### src/rtl/nfts_pkg.sv
// Shared types, constants and codes for the named file table store.
`timescale 1ns / 1ps
package nfts_pkg;

  localparam int MAX_FILES = 8;
  localparam int NAME_MAX  = 8;
  localparam int DATA_MAX  = 64;

  localparam int SLOT_W   = (MAX_FILES > 1) ? $clog2(MAX_FILES) : 1;
  localparam int SCAN_W   = SLOT_W + 1;
  localparam int POS_W    = (DATA_MAX > 1) ? $clog2(DATA_MAX) : 1;
  localparam int REC_AW   = SLOT_W + POS_W;
  localparam int REC_DEPTH = MAX_FILES * DATA_MAX;
  localparam int CNT_W    = 6;
  localparam int KEY_W    = 64;
  localparam int KEY_BYTES = KEY_W / 8;

  localparam logic [2:0] ST_OK         = 3'd0;
  localparam logic [2:0] ST_NAME_LONG  = 3'd1;
  localparam logic [2:0] ST_LEN_LONG   = 3'd2;
  localparam logic [2:0] ST_FULL       = 3'd3;
  localparam logic [2:0] ST_NOT_FOUND  = 3'd4;
  localparam logic [2:0] ST_BAD_MAXLEN = 3'd5;
  localparam logic [2:0] ST_UNEXPECTED = 3'd6;

  localparam logic KIND_STATUS = 1'b0;
  localparam logic KIND_DATA   = 1'b1;

  typedef enum logic [1:0] {
    ACT_START = 2'd0,
    ACT_DATA  = 2'd1,
    ACT_READ  = 2'd2,
    ACT_CLEAR = 2'd3
  } action_t;

  typedef enum logic [2:0] {
    S_IDLE,
    S_DECODE,
    S_SEARCH,
    S_SEL,
    S_RD_REQ,
    S_RD_DATA,
    S_STATUS
  } ctrl_state_t;

  typedef struct packed {
    action_t      action;
    logic [63:0]  name_key;
    logic [7:0]   length;
    logic [7:0]   max_len;
    logic [7:0]   data_byte;
  } in_item_t;

  typedef struct packed {
    logic        kind;
    logic [7:0]  out_byte;
    logic [5:0]  byte_count;
    logic [2:0]  status;
    logic        last;
  } out_item_t;

  typedef struct packed {
    logic [KEY_W-1:0] name;
    logic [CNT_W-1:0] len;
  } slot_ent_t;

  localparam int SLOT_ENT_W = $bits(slot_ent_t);

  typedef struct packed {
    logic      load;
    out_item_t item;
  } out_load_t;

endpackage

### src/rtl/named_file_table_store_top.sv
// Top level of the named file table store: sequencer, slot and record memories, output register.
`timescale 1ns / 1ps
// The block keeps eight named records of up to 63 bytes. Names and lengths sit in an
// eight-entry slot memory and the record bytes in a 512-byte record memory; per-slot
// used bits are flip-flops, so no clearing pass follows reset. One item is handled at
// a time. A write start or a read passes through accept, decode, a name search that
// reads one slot per cycle over the slot memory port, and slot selection, plus a status
// transaction where it produces one. A data byte is accepted and decoded, with a status
// transaction when it completes the record or finds no open write. A clear, or a write
// start or read rejected before the search, is accepted, decoded and closed by a status
// transaction. A read returns each byte through a request and a data state, around the
// registered read of the record memory, and a status transaction closes every item that
// produces results. Every result step stretches for as long as the output register is
// held by a stall. A finished result waits in the output register while the next item is accepted.
module named_file_table_store_top
  (
  input  logic                clk,
  input  logic                rst_n,
  input  logic                in_valid,
  output logic                in_stall,
  input  nfts_pkg::in_item_t  in_data,
  output logic                out_valid,
  input  logic                out_stall,
  output nfts_pkg::out_item_t out_data
);
  import nfts_pkg::*;

  logic                 slot_we;
  logic [SLOT_W-1:0]    slot_waddr;
  slot_ent_t            slot_wdata;
  logic                 slot_re;
  logic [SLOT_W-1:0]    slot_raddr;
  logic [SLOT_ENT_W-1:0] slot_rdata_bits;
  slot_ent_t            slot_rdata;
  logic                 rec_we;
  logic [REC_AW-1:0]    rec_waddr;
  logic [7:0]           rec_wdata;
  logic                 rec_re;
  logic [REC_AW-1:0]    rec_raddr;
  logic [7:0]           rec_rdata;
  logic                 out_free;
  out_load_t            ld;

  assign slot_rdata = slot_ent_t'(slot_rdata_bits);

  nfts_ctrl u_ctrl (
    .clk        (clk),
    .rst_n      (rst_n),
    .in_valid   (in_valid),
    .in_stall   (in_stall),
    .in_data    (in_data),
    .slot_we    (slot_we),
    .slot_waddr (slot_waddr),
    .slot_wdata (slot_wdata),
    .slot_re    (slot_re),
    .slot_raddr (slot_raddr),
    .slot_rdata (slot_rdata),
    .rec_we     (rec_we),
    .rec_waddr  (rec_waddr),
    .rec_wdata  (rec_wdata),
    .rec_re     (rec_re),
    .rec_raddr  (rec_raddr),
    .rec_rdata  (rec_rdata),
    .out_free   (out_free),
    .ld         (ld)
  );

  nfts_ram #(
    .WIDTH (SLOT_ENT_W),
    .DEPTH (MAX_FILES)
  ) u_slot_ram (
    .clk   (clk),
    .we    (slot_we),
    .waddr (slot_waddr),
    .wdata (SLOT_ENT_W'(slot_wdata)),
    .re    (slot_re),
    .raddr (slot_raddr),
    .rdata (slot_rdata_bits)
  );

  nfts_ram #(
    .WIDTH (8),
    .DEPTH (REC_DEPTH)
  ) u_rec_ram (
    .clk   (clk),
    .we    (rec_we),
    .waddr (rec_waddr),
    .wdata (rec_wdata),
    .re    (rec_re),
    .raddr (rec_raddr),
    .rdata (rec_rdata)
  );

  nfts_outreg u_outreg (
    .clk       (clk),
    .rst_n     (rst_n),
    .ld        (ld),
    .free      (out_free),
    .out_valid (out_valid),
    .out_stall (out_stall),
    .out_data  (out_data)
  );

endmodule

### src/rtl/nfts_ram.sv
// Generic single-write, single-read synchronous RAM with registered read data.
`timescale 1ns / 1ps
module nfts_ram #(
  parameter int WIDTH = 8,
  parameter int DEPTH = 8
) (
  input  logic                     clk,
  input  logic                     we,
  input  logic [$clog2(DEPTH)-1:0] waddr,
  input  logic [WIDTH-1:0]         wdata,
  input  logic                     re,
  input  logic [$clog2(DEPTH)-1:0] raddr,
  output logic [WIDTH-1:0]         rdata
);

  logic [WIDTH-1:0] mem [DEPTH];
  logic [WIDTH-1:0] rdata_r;

  always_ff @(posedge clk) begin
    if (we) begin
      mem[waddr] <= wdata;
    end
    if (re) begin
      rdata_r <= mem[raddr];
    end
  end

  assign rdata = rdata_r;

endmodule

### src/rtl/nfts_outreg.sv
// Output register that holds one result transaction while the sink stalls.
`timescale 1ns / 1ps
module nfts_outreg
  (
  input  logic                clk,
  input  logic                rst_n,
  input  nfts_pkg::out_load_t ld,
  output logic                free,
  output logic                out_valid,
  input  logic                out_stall,
  output nfts_pkg::out_item_t out_data
);
  import nfts_pkg::*;

  logic      out_valid_r;
  out_item_t out_item_r;

  assign free      = !out_valid_r || !out_stall;
  assign out_valid = out_valid_r;
  assign out_data  = out_item_r;

  always_ff @(posedge clk) begin
    if (!rst_n) begin
      out_valid_r <= 1'b0;
    end else if (ld.load) begin
      out_valid_r <= 1'b1;
    end else if (!out_stall) begin
      out_valid_r <= 1'b0;
    end
  end

  always_ff @(posedge clk) begin
    if (ld.load) begin
      out_item_r <= ld.item;
    end
  end

endmodule

### src/rtl/nfts_ctrl.sv
// Sequencer that decodes items, searches the slot table and drives both memories.
`timescale 1ns / 1ps
module nfts_ctrl
  (
  input  logic                              clk,
  input  logic                              rst_n,
  input  logic                              in_valid,
  output logic                              in_stall,
  input  nfts_pkg::in_item_t                in_data,
  output logic                              slot_we,
  output logic [nfts_pkg::SLOT_W-1:0]       slot_waddr,
  output nfts_pkg::slot_ent_t               slot_wdata,
  output logic                              slot_re,
  output logic [nfts_pkg::SLOT_W-1:0]       slot_raddr,
  input  nfts_pkg::slot_ent_t               slot_rdata,
  output logic                              rec_we,
  output logic [nfts_pkg::REC_AW-1:0]       rec_waddr,
  output logic [7:0]                        rec_wdata,
  output logic                              rec_re,
  output logic [nfts_pkg::REC_AW-1:0]       rec_raddr,
  input  logic [7:0]                        rec_rdata,
  input  logic                              out_free,
  output nfts_pkg::out_load_t               ld
);
  import nfts_pkg::*;

  ctrl_state_t state_r, state_nxt;

  action_t            act_r, act_nxt;
  logic [KEY_W-1:0]   key_r, key_nxt;
  logic               too_long_r, too_long_nxt;
  logic [7:0]         len_r, len_nxt;
  logic [7:0]         maxl_r, maxl_nxt;
  logic [7:0]         dbyte_r, dbyte_nxt;

  logic [MAX_FILES-1:0] used_r, used_nxt;
  logic                 wopen_r, wopen_nxt;
  logic [SLOT_W-1:0]    wslot_r, wslot_nxt;
  logic [CNT_W-1:0]     wpos_r, wpos_nxt;
  logic [CNT_W-1:0]     wrem_r, wrem_nxt;
  logic [KEY_W-1:0]     wname_r, wname_nxt;

  logic [SCAN_W-1:0]    scan_r, scan_nxt;
  logic                 found_r, found_nxt;
  logic [SLOT_W-1:0]    fslot_r, fslot_nxt;
  logic [CNT_W-1:0]     flen_r, flen_nxt;
  logic [CNT_W-1:0]     rcnt_r, rcnt_nxt;
  logic [CNT_W-1:0]     rnum_r, rnum_nxt;
  logic [2:0]           stc_r, stc_nxt;
  logic [CNT_W-1:0]     stn_r, stn_nxt;

  logic [KEY_W-1:0]     norm_key;
  logic                 norm_long;
  logic [SLOT_W-1:0]    cmp_idx;
  logic                 hit;
  logic                 scan_done;
  logic                 free_any;
  logic [SLOT_W-1:0]    free_idx;
  logic [SLOT_W-1:0]    sel_slot;
  logic [7:0]           ml1;
  logic [CNT_W-1:0]     rd_n;
  logic [CNT_W-1:0]     rcnt_inc;
  logic                 accept;

  assign in_stall = (state_r != S_IDLE);
  assign accept   = in_valid && !in_stall;

  always_comb begin
    logic alive;
    logic [7:0] b;
    alive     = 1'b1;
    norm_key  = '0;
    norm_long = 1'b0;
    for (int i = 0; i < KEY_BYTES; i++) begin
      b = in_data.name_key[8*i +: 8];
      alive = alive && (b != 8'd0);
      if (alive) begin
        norm_key[8*i +: 8] = b;
      end
      if (i == NAME_MAX - 1) begin
        norm_long = alive;
      end
    end
  end

  assign cmp_idx   = SLOT_W'(scan_r - SCAN_W'(1));
  assign scan_done = (scan_r == SCAN_W'(MAX_FILES));
  assign hit       = (scan_r != '0) && used_r[cmp_idx] && (slot_rdata.name == key_r);

  always_comb begin
    free_any = 1'b0;
    free_idx = '0;
    for (int i = MAX_FILES - 1; i >= 0; i--) begin
      if (!used_r[i]) begin
        free_any = 1'b1;
        free_idx = SLOT_W'(i);
      end
    end
  end

  assign sel_slot = found_r ? fslot_r : free_idx;
  assign ml1      = maxl_r - 8'd1;
  assign rd_n     = (ml1 < {2'b00, flen_r}) ? ml1[CNT_W-1:0] : flen_r;
  assign rcnt_inc = rcnt_r + CNT_W'(1);

  always_comb begin
    state_nxt = state_r;
    unique case (state_r)
      S_IDLE: begin
        if (accept) begin
          state_nxt = S_DECODE;
        end
      end
      S_DECODE: begin
        unique case (act_r)
          ACT_START: state_nxt = (too_long_r || len_r >= 8'(DATA_MAX)) ? S_STATUS : S_SEARCH;
          ACT_DATA:  state_nxt = (!wopen_r || wrem_r == CNT_W'(1)) ? S_STATUS : S_IDLE;
          ACT_READ:  state_nxt = (maxl_r == 8'd0) ? S_STATUS : S_SEARCH;
          ACT_CLEAR: state_nxt = S_STATUS;
          default:   state_nxt = S_IDLE;
        endcase
      end
      S_SEARCH: begin
        if (hit || scan_done) begin
          state_nxt = S_SEL;
        end
      end
      S_SEL: begin
        if (act_r == ACT_START) begin
          state_nxt = (!found_r && !free_any) ? S_STATUS :
                      (len_r == 8'd0) ? S_STATUS : S_IDLE;
        end else begin
          state_nxt = (!found_r || rd_n == '0) ? S_STATUS : S_RD_REQ;
        end
      end
      S_RD_REQ: state_nxt = S_RD_DATA;
      S_RD_DATA: begin
        if (out_free) begin
          state_nxt = (rcnt_inc == rnum_r) ? S_STATUS : S_RD_REQ;
        end
      end
      S_STATUS: begin
        if (out_free) begin
          state_nxt = S_IDLE;
        end
      end
      default: state_nxt = S_IDLE;
    endcase
  end

  always_comb begin
    act_nxt      = act_r;
    key_nxt      = key_r;
    too_long_nxt = too_long_r;
    len_nxt      = len_r;
    maxl_nxt     = maxl_r;
    dbyte_nxt    = dbyte_r;
    used_nxt     = used_r;
    wopen_nxt    = wopen_r;
    wslot_nxt    = wslot_r;
    wpos_nxt     = wpos_r;
    wrem_nxt     = wrem_r;
    wname_nxt    = wname_r;
    scan_nxt     = scan_r;
    found_nxt    = found_r;
    fslot_nxt    = fslot_r;
    flen_nxt     = flen_r;
    rcnt_nxt     = rcnt_r;
    rnum_nxt     = rnum_r;
    stc_nxt      = stc_r;
    stn_nxt      = stn_r;
    slot_we      = 1'b0;
    slot_waddr   = '0;
    slot_wdata   = '0;
    slot_re      = 1'b0;
    slot_raddr   = scan_r[SLOT_W-1:0];
    rec_we       = 1'b0;
    rec_waddr    = {wslot_r, wpos_r[POS_W-1:0]};
    rec_wdata    = dbyte_r;
    rec_re       = 1'b0;
    rec_raddr    = {fslot_r, rcnt_r[POS_W-1:0]};
    ld           = '0;

    unique case (state_r)
      S_IDLE: begin
        if (accept) begin
          act_nxt      = in_data.action;
          key_nxt      = norm_key;
          too_long_nxt = norm_long;
          len_nxt      = in_data.length;
          maxl_nxt     = in_data.max_len;
          dbyte_nxt    = in_data.data_byte;
        end
      end
      S_DECODE: begin
        scan_nxt  = '0;
        found_nxt = 1'b0;
        stn_nxt   = '0;
        stc_nxt   = ST_OK;
        unique case (act_r)
          ACT_START: begin
            wopen_nxt = 1'b0;
            if (too_long_r) begin
              stc_nxt = ST_NAME_LONG;
            end else if (len_r >= 8'(DATA_MAX)) begin
              stc_nxt = ST_LEN_LONG;
            end
          end
          ACT_DATA: begin
            if (!wopen_r) begin
              stc_nxt = ST_UNEXPECTED;
            end else begin
              rec_we   = 1'b1;
              wpos_nxt = wpos_r + CNT_W'(1);
              wrem_nxt = wrem_r - CNT_W'(1);
              if (wrem_r == CNT_W'(1)) begin
                wopen_nxt         = 1'b0;
                used_nxt[wslot_r] = 1'b1;
                slot_we           = 1'b1;
                slot_waddr        = wslot_r;
                slot_wdata.name   = wname_r;
                slot_wdata.len    = wpos_r + CNT_W'(1);
                stn_nxt           = wpos_r + CNT_W'(1);
              end
            end
          end
          ACT_READ: begin
            if (maxl_r == 8'd0) begin
              stc_nxt = ST_BAD_MAXLEN;
            end
          end
          ACT_CLEAR: begin
            used_nxt  = '0;
            wopen_nxt = 1'b0;
            wslot_nxt = '0;
            wpos_nxt  = '0;
            wrem_nxt  = '0;
          end
          default: begin
          end
        endcase
      end
      S_SEARCH: begin
        slot_re = !scan_done;
        if (hit) begin
          found_nxt = 1'b1;
          fslot_nxt = cmp_idx;
          flen_nxt  = slot_rdata.len;
        end else if (!scan_done) begin
          scan_nxt = scan_r + SCAN_W'(1);
        end
      end
      S_SEL: begin
        stn_nxt = '0;
        stc_nxt = ST_OK;
        rcnt_nxt = '0;
        if (act_r == ACT_START) begin
          if (!found_r && !free_any) begin
            stc_nxt = ST_FULL;
          end else begin
            slot_we         = 1'b1;
            slot_waddr      = sel_slot;
            slot_wdata.name = key_r;
            slot_wdata.len  = found_r ? flen_r : '0;
            if (len_r == 8'd0) begin
              used_nxt[sel_slot] = 1'b1;
              slot_wdata.len     = '0;
            end else begin
              wopen_nxt = 1'b1;
              wslot_nxt = sel_slot;
              wpos_nxt  = '0;
              wrem_nxt  = len_r[CNT_W-1:0];
              wname_nxt = key_r;
            end
          end
        end else begin
          if (!found_r) begin
            stc_nxt = ST_NOT_FOUND;
          end else begin
            rnum_nxt = rd_n;
            stn_nxt  = rd_n;
          end
        end
      end
      S_RD_REQ: begin
        rec_re = 1'b1;
      end
      S_RD_DATA: begin
        if (out_free) begin
          ld.load            = 1'b1;
          ld.item.kind       = KIND_DATA;
          ld.item.out_byte   = rec_rdata;
          ld.item.byte_count = '0;
          ld.item.status     = ST_OK;
          ld.item.last       = 1'b0;
          rcnt_nxt           = rcnt_inc;
        end
      end
      S_STATUS: begin
        if (out_free) begin
          ld.load            = 1'b1;
          ld.item.kind       = KIND_STATUS;
          ld.item.out_byte   = '0;
          ld.item.byte_count = stn_r;
          ld.item.status     = stc_r;
          ld.item.last       = 1'b1;
        end
      end
      default: begin
      end
    endcase
  end

  always_ff @(posedge clk) begin
    if (!rst_n) begin
      state_r <= S_IDLE;
      used_r  <= '0;
      wopen_r <= 1'b0;
      wslot_r <= '0;
      wpos_r  <= '0;
      wrem_r  <= '0;
      scan_r  <= '0;
      found_r <= 1'b0;
      rcnt_r  <= '0;
      rnum_r  <= '0;
    end else begin
      state_r <= state_nxt;
      used_r  <= used_nxt;
      wopen_r <= wopen_nxt;
      wslot_r <= wslot_nxt;
      wpos_r  <= wpos_nxt;
      wrem_r  <= wrem_nxt;
      scan_r  <= scan_nxt;
      found_r <= found_nxt;
      rcnt_r  <= rcnt_nxt;
      rnum_r  <= rnum_nxt;
    end
  end

  always_ff @(posedge clk) begin
    act_r      <= act_nxt;
    key_r      <= key_nxt;
    too_long_r <= too_long_nxt;
    len_r      <= len_nxt;
    maxl_r     <= maxl_nxt;
    dbyte_r    <= dbyte_nxt;
    wname_r    <= wname_nxt;
    fslot_r    <= fslot_nxt;
    flen_r     <= flen_nxt;
    stc_r      <= stc_nxt;
    stn_r      <= stn_nxt;
  end

endmodule

### config.mk
export PLATFORM = sky130hd
export DESIGN_NAME = named_file_table_store_top
export DESIGN_NICKNAME = d
export VERILOG_FILES = /design/src/rtl/nfts_pkg.sv /design/src/rtl/named_file_table_store_top.sv /design/src/rtl/nfts_ram.sv /design/src/rtl/nfts_outreg.sv /design/src/rtl/nfts_ctrl.sv
export SDC_FILE = /design/constraint.sdc
export NUM_CORES = 2
export LEC_CHECK = 0
export ABC_CLOCK_PERIOD_IN_PS = 22600
export BUFFER_PORTS_ARGS = -buffer_cell sky130_fd_sc_hd__buf_4
export CAP_MARGIN = 20
export CORE_ASPECT_RATIO = 0.6
export CORE_MARGIN = 3
export CORE_UTILIZATION = 59
export DETAILED_ROUTE_END_ITERATION = 10
export PLACE_DENSITY = 0.73
export SLEW_MARGIN = 25
export SYNTH_ARGS = -nofsm -noshare
export SYNTH_HDL_FRONTEND = slang
export SYNTH_MEMORY_MAX_BITS = 65536
export SYNTH_SLANG_ARGS = --single-unit
### constraint.sdc
create_clock -name clk -period 22.6 [get_ports clk]
set_input_delay 3.39 -clock clk [delete_from_list [all_inputs] [get_ports clk]]
set_output_delay 3.39 -clock clk [all_outputs]
set_load 0.005 [all_outputs]
# == After elaboration in Yosys (flattened, before gate mapping) ==
# Memory sizes are Yosys's and may differ from the RTL's. A register that Yosys moved wholly into a read port is not among the register bits.
# Cells that the tools add are included.
# word_totals
register_bits,237
latchBits,0
ramBits,4656
romBits,0
out_inout_bits,21
n_memories,2
# op_classes
addsub,6
mul,0
n_div,0
order_cmp,7
eq_ne,30
n_shift,0
muxes,125
bitwise_logic,5
n_reduce_logical,56
# memory_table
name,depth,word_bits,read_ports,rd_clocked_by_memory_dff,wr,line_no,source
u_rec_ram.mem,512,8,1,1,1,nfts_ram.sv:16,logic [WIDTH-1:0] mem [DEPTH];
u_slot_ram.mem,8,70,1,1,1,nfts_ram.sv:16,
# ops
operator,n
2-to-1 mux 70 bit,5
case mux 70 bit (2 select lines),1
2-to-1 mux 6 bit,17
2-to-1 mux 3 bit,33
case mux 6 bit (2 select lines),6
== test 64 bit,1
nonzero test 8 bit,8
2-to-1 mux 20 bit,2
2-to-1 mux 8 bit,5
case mux 20 bit (2 select lines),1
2-to-1 mux 1 bit,33
case mux 8 bit (2 select lines),2
case mux 3 bit (7 select lines),1
case mux 3 bit (2 select lines),3
logical NOT 8 bit,2
bitwise OR 8 bit,2
"inequality test 2 bit, second input constant",7
logical AND 1 bit,13
"adder 6 x 1 -> 6 bit, second input constant",2
"< comparator 3 x 4 -> 1 bit, second input constant",3
"inequality test 2 x 1 -> 1 bit, second input constant",6
case mux 3 bit (4 select lines),1
AND reduction 5 bit,2
"== test 3 bit, second input constant",3
38 further kinds,70

# == Logic depth before layout (Yosys ltp) ==
# logic_depth
word_depth,18
depth_mapped,13
ltp_nobuf,11

# == Hierarchy ==
# From an unflattened synthesis, not the netlist that was laid out.
# unflattened
cells_unflattened,9905
hier_area_um2,194743.0
# by_module_without_submodules
module,instances,cells_per_inst,area_per_inst_um2,seq_area_each_um2
nfts_ram at u_rec_ram,1,8030,160007.2,123238.2
nfts_ram at u_slot_ram,1,893,23168.5,18918.1
nfts_ctrl,1,959,10961.8,6075.8
nfts_outreg,1,23,605.6,590.6

# == Worst setup path after synthesis ==
# Ideal clock, no wire load.
# synth_timing
kind,input-to-reg
start,input port in_valid
end,"register u_ctrl.act_r[0], enable pin"
setup_time_ps,542
arrival_time_ps,7189
required_time_ps,22058
setup_slack_ps,14870
cell_stages,2
path_buffers,0
path_cell_list,inv_1 > nor2_1
# synth_via
elab_chain_len,2
# synth_lines
element,line_no,source
start: declaration,named_file_table_store_top.sv:19,"input logic in_valid,"
logical AND 1 bit,nfts_ctrl.sv:66,assign accept = in_valid && !in_stall;
AND reduction 2 bit (no line),n/a,
end signal: assignment,nfts_ctrl.sv:341,act_r <= act_nxt;
end: declaration,nfts_ctrl.sv:29,"action_t act_r, act_nxt;"
# Every way passes these cells.
# A chain may end at the register's enable or synchronous reset.

==> summary.md <==
| Metric | Value |
|---|---|
| Status | `finished, final reports clean` |
| Largest net degree at the start of global routing | `214` |
| Comb pwr share | `3.9%` |
| Hold path depth | `0` |
| Nets | `10071` |
| H-tree depth | `5` |
| Power share of the sequential group | `56.2%` |
| Post-CTS Setup Inserts | `0` |
| Final HPWL DP | `approximately 300000 microns` |
| Reg2Reg Depth | `12` |
| Clock Sinks | `4971` |
| Final setup TNS | `0 ns` |
| Die H | `about 450 microns` |
| Critical path arrival | `between 7 and 8 ns` |
| Post-route DRC | `0` |
| Area of the core | `about 330000 sq um` |
| Worst clock skew | `0.0541 ns` |
| Post-Synth Adder-Cell Area | `less than 1%` |
| Ys Warns | `0` |
| Hold Path Origin | `u_slot_ram.rdata[3]` |
| CTS Hold Buffers Added | `0` |
| R2R setup slack | `15.91 ns` |
| Crit share post-route | `29.6%` |
| Worst flop-to-flop path endpoint | `u_rec_ram.rdata[5]` |
| Critical Path RT | `23.37 ns` |
| Synth Area per Inst | `between 15 and 20 sq um` |
| Distinct cell type count of the synthesized netlist | `87` |
| Routed WL | `between 500000 and 600000 microns` |
| IR drop worst, VDD | `73.2 uV` |
| Sw frac | `between 20% and 30%` |
| Final-report hold violation count | `0` |
| Worst setup startpoint | `u_ctrl.rcnt_r[0]` |
| Endpoints failing setup | `0` |
| Area delta synth->final | `9.37%` |
| Mean number of vias per cell | `7.02` |
| Fraction of layout cells with a size suffix above 1 | `~18%` |
| IO Count | `approximately 120` |
| Starting DRT DRC Count | `17634` |
| Worst Hold Class | `reg2reg` |
| Cell Pwr Density | `about 86 nW/um^2` |
| Crit path max fanout | `97` |
| Compound-Gate Fraction of Synth Area | `between 4 and 5%` |
| Pre-antenna DRT Iters | `9` |
| Most common flop cell mapped by yosys | `edfxtp_1` |
| Antenna violations before repair | `29` |
| Mux contribution to synthesized area | `between 10% and 20%` |
| Worst slew margin | `about 7%` |
| Vias | `103161` |
| Sequential share of the synthesized area | `76.1%` |
| Seq cells post-synth | `4971` |
| Min Tclk post-route | `6.69 ns` |
| Crit path kind | `reg2reg` |
| Post-synth EDFFs | `4926` |
| Unrepaired setup endpoints after global routing | `false` |
| Power Internal | `14.6 mW` |
| IO buf count | `between 100 and 150` |
| Die ar. | `339000 sq um` |
| Setup crit end kind | `register` |
| Slew Limit Fails | `0` |
| Cell area after synthesis | `slightly below 200000 sq um` |
| FP Rows | `approximately 160` |
| Post-Synth Simple-Gate Area | `3.12%` |
| Ys async rst share | `0%` |
| Max Cap Viol | `0` |
| Total track usage | `between 20 and 30%` |
| Synthesized Nets | `9949` |
| XOR/XNOR Fraction of Synth Area | `less than 1%` |
| Vias in the first global route | `between 90000 and 100k` |
| Post-Syn Instances | `9835` |
| CTS max path bufs | `4` |
| GP Congestion | `0.929` |
| Chip Width | `749 microns` |
| Startpoint type of the worst setup path | `register` |
| Hold EP | `u_ctrl.flen_r[3]` |
| Num CTS Buffers | `420` |
| Filler Cell Count | `20850` |
| Clock power share | `39.9%` |
| Routed len/inst | `34.4 microns` |
| Overflow left after global routing | `0` |
| Commonest non-fill, non-tap cell in the layout | `edfxtp_1` |
| Reg2Reg Launch Point | `u_ctrl.rcnt_r[0]` |
| Initial core utilization | `59.4%` |
| Clk Latency, worst-skew pair | `0.97 ns` |
| Final ANT Viol Nets | `0` |
| Clock Tree Root | `clkbuf_16` |
| Clock-pin transition on the worst setup and hold timing paths | `0.07 ns` |
| Main combinational cell family by area after synthesis | `multiplexers` |
| CTS tree | `yes` |
| Measured slew at the worst slew-check pin | `1.36 ns` |
| Leakage | `63.5 nW` |
| Most frequent cells in the layout | `edfxtp_1 (4926), mux2i_1 (767), mux4_2 (699)` |
| First-pass GRT wire length | `~720000 microns` |
| Switching pwr | `just under 4 mW` |
| Fmax | `0.149 GHz` |
| Post-CTS sizing | `0` |
| Final Util | `65.0%` |
## per-stage QoR
step           instances  hold slack, ns  setup WS, ns  power [mW]  cell area (sq um)
2_1_floorplan       9835           0.400         14.87        11.1             196000
3_3_place_gp       13898           0.414         15.83        11.3             200000
3_5_place_dp       13902           0.421         15.80        11.3             200000
4_1_cts            14671           0.450         15.87        18.5             214000
5_1_grt            14680           0.452         15.48        18.9             214000
6_report           14695           0.450         15.91        18.5             214000
## worst max path at each step
stage	to	slack, ns	depth (start not counted)
3_3_place_gp	u_rec_ram.rdata[5]	15.83	12
3_5_place_dp	u_ctrl.too_long_r	15.80	8
4_1_cts	u_rec_ram.rdata[5]	15.87	12
2_1_floorplan	u_ctrl.act_r[0]	14.87	2
5_1_grt	u_rec_ram.rdata[5]	15.48	12
6_report	u_rec_ram.rdata[5]	15.91	12
## flip-flops by register name, indices dropped and copies added (netlist names), 8 cells and up
name,cells
u_ctrl.rec_wdata,8
u_ctrl.wname_r,64
u_ctrl.len_r,8
u_outreg.out_data,19
u_rec_ram.mem,4096
u_ctrl.key_r,64
u_ctrl.used_r,8
u_rec_ram.rdata,8
u_ctrl.maxl_r,8
u_slot_ram.rdata,70
u_slot_ram.mem,560
## cell usage after synthesis (all sizes together) (10+ instances only)
| master | instances | area [sq um] |
|---|---|---|
| edfxtp | 4926 | 148000 |
| mux4 | 809 | 18600 |
| mux2i | 767 | 7680 |
| nor2 | 599 | 2250 |
| o221ai | 374 | 3290 |
| buf | 318 | 2870 |
| clkbuf | 287 | 1140 |
| nand2 | 228 | 861 |
| a21oi | 203 | 1020 |
| o22ai | 166 | 1040 |
| nor4 | 108 | 682 |
| o21ai | 104 | 521 |
| and2 | 93 | 583 |
| nor3 | 81 | 415 |
| mux2 | 75 | 845 |
| xor2 | 75 | 657 |
| a22o | 73 | 639 |
| a211oi | 50 | 375 |
| nand4 | 49 | 307 |
| dfxtp | 45 | 901 |
| a22oi | 43 | 323 |
| and3 | 40 | 250 |
| inv | 31 | 116 |
| or3 | 30 | 188 |
| nand3 | 22 | 110 |
| a31oi | 20 | 125 |
| ha | 20 | 250 |
| nand2b | 19 | 119 |
| a2111oi | 16 | 141 |
| a221oi | 10 | 100 |
| o211ai | 10 | 75.1 |
| o22a | 10 | 87.6 |
| o31ai | 10 | 75.1 |
## power groups by stage
stage          sequential, mW  combinational [mW]  clock [mW]
2_1_floorplan            10.8               0.299           0
3_3_place_gp             10.6               0.676           0
3_5_place_dp             10.6               0.710           0
4_1_cts                  10.4               0.710        7.41
5_1_grt                  10.4               0.769        7.79
6_report                 10.4               0.724        7.37
## worst max-delay path, cell delays in order, from the launching register on
cell	delay, ns
dfxtp_4	0.63
buf_4	0.82
buf_4	0.67
buf_4	0.74
buf_12	0.62
buf_4	0.64
mux4_2	0.34
nand2_1	0.08
and3_1	0.24
a211oi_1	0.52
o22a_1	0.49
nand4_1	0.23
nor4_1	0.32
## layout make-up
class / count / area [sq um] / share of cell area (%)
inverter: 34 / 141 / 0.0661
clock inverter: 272 / 2720 / 1.27
timing repair buffer: 315 / 2720 / 1.27
clock buffer: 497 / 11000 / 5.15
tap: 4372 / 5470 / 2.56
sequential: 4971 / 149000 / 69.6
multi-input combinational: 4215 / 43000 / 20.1
antenna: 19 / 47.5 / 0.0222
## kinds of logic (layout without fill, tap and decap cells)
family                     count (synthesis)  in the layout
adders and majority gates                 20             20
and+or+nand+nor                         1312           1312
AOI/OAI and AO/OA                       1148           1148
other                                      0             19
muxes                                   1651           1651
DFF                                     4971           4971
buffers and inverters                    649           1118
xor gates and xnor gates                  84             84
## layer usage
metal	GRT usage (%)	up-vias	part of all wire [%]
met5	0	-	0.046
li1	-	41126	-
met1	46.1	53316	40
met2	38.6	7779	41
met3	12.1	912	16
met4	7.75	28	2.8
No activity file was read; power rests on OpenSTA's default activity.
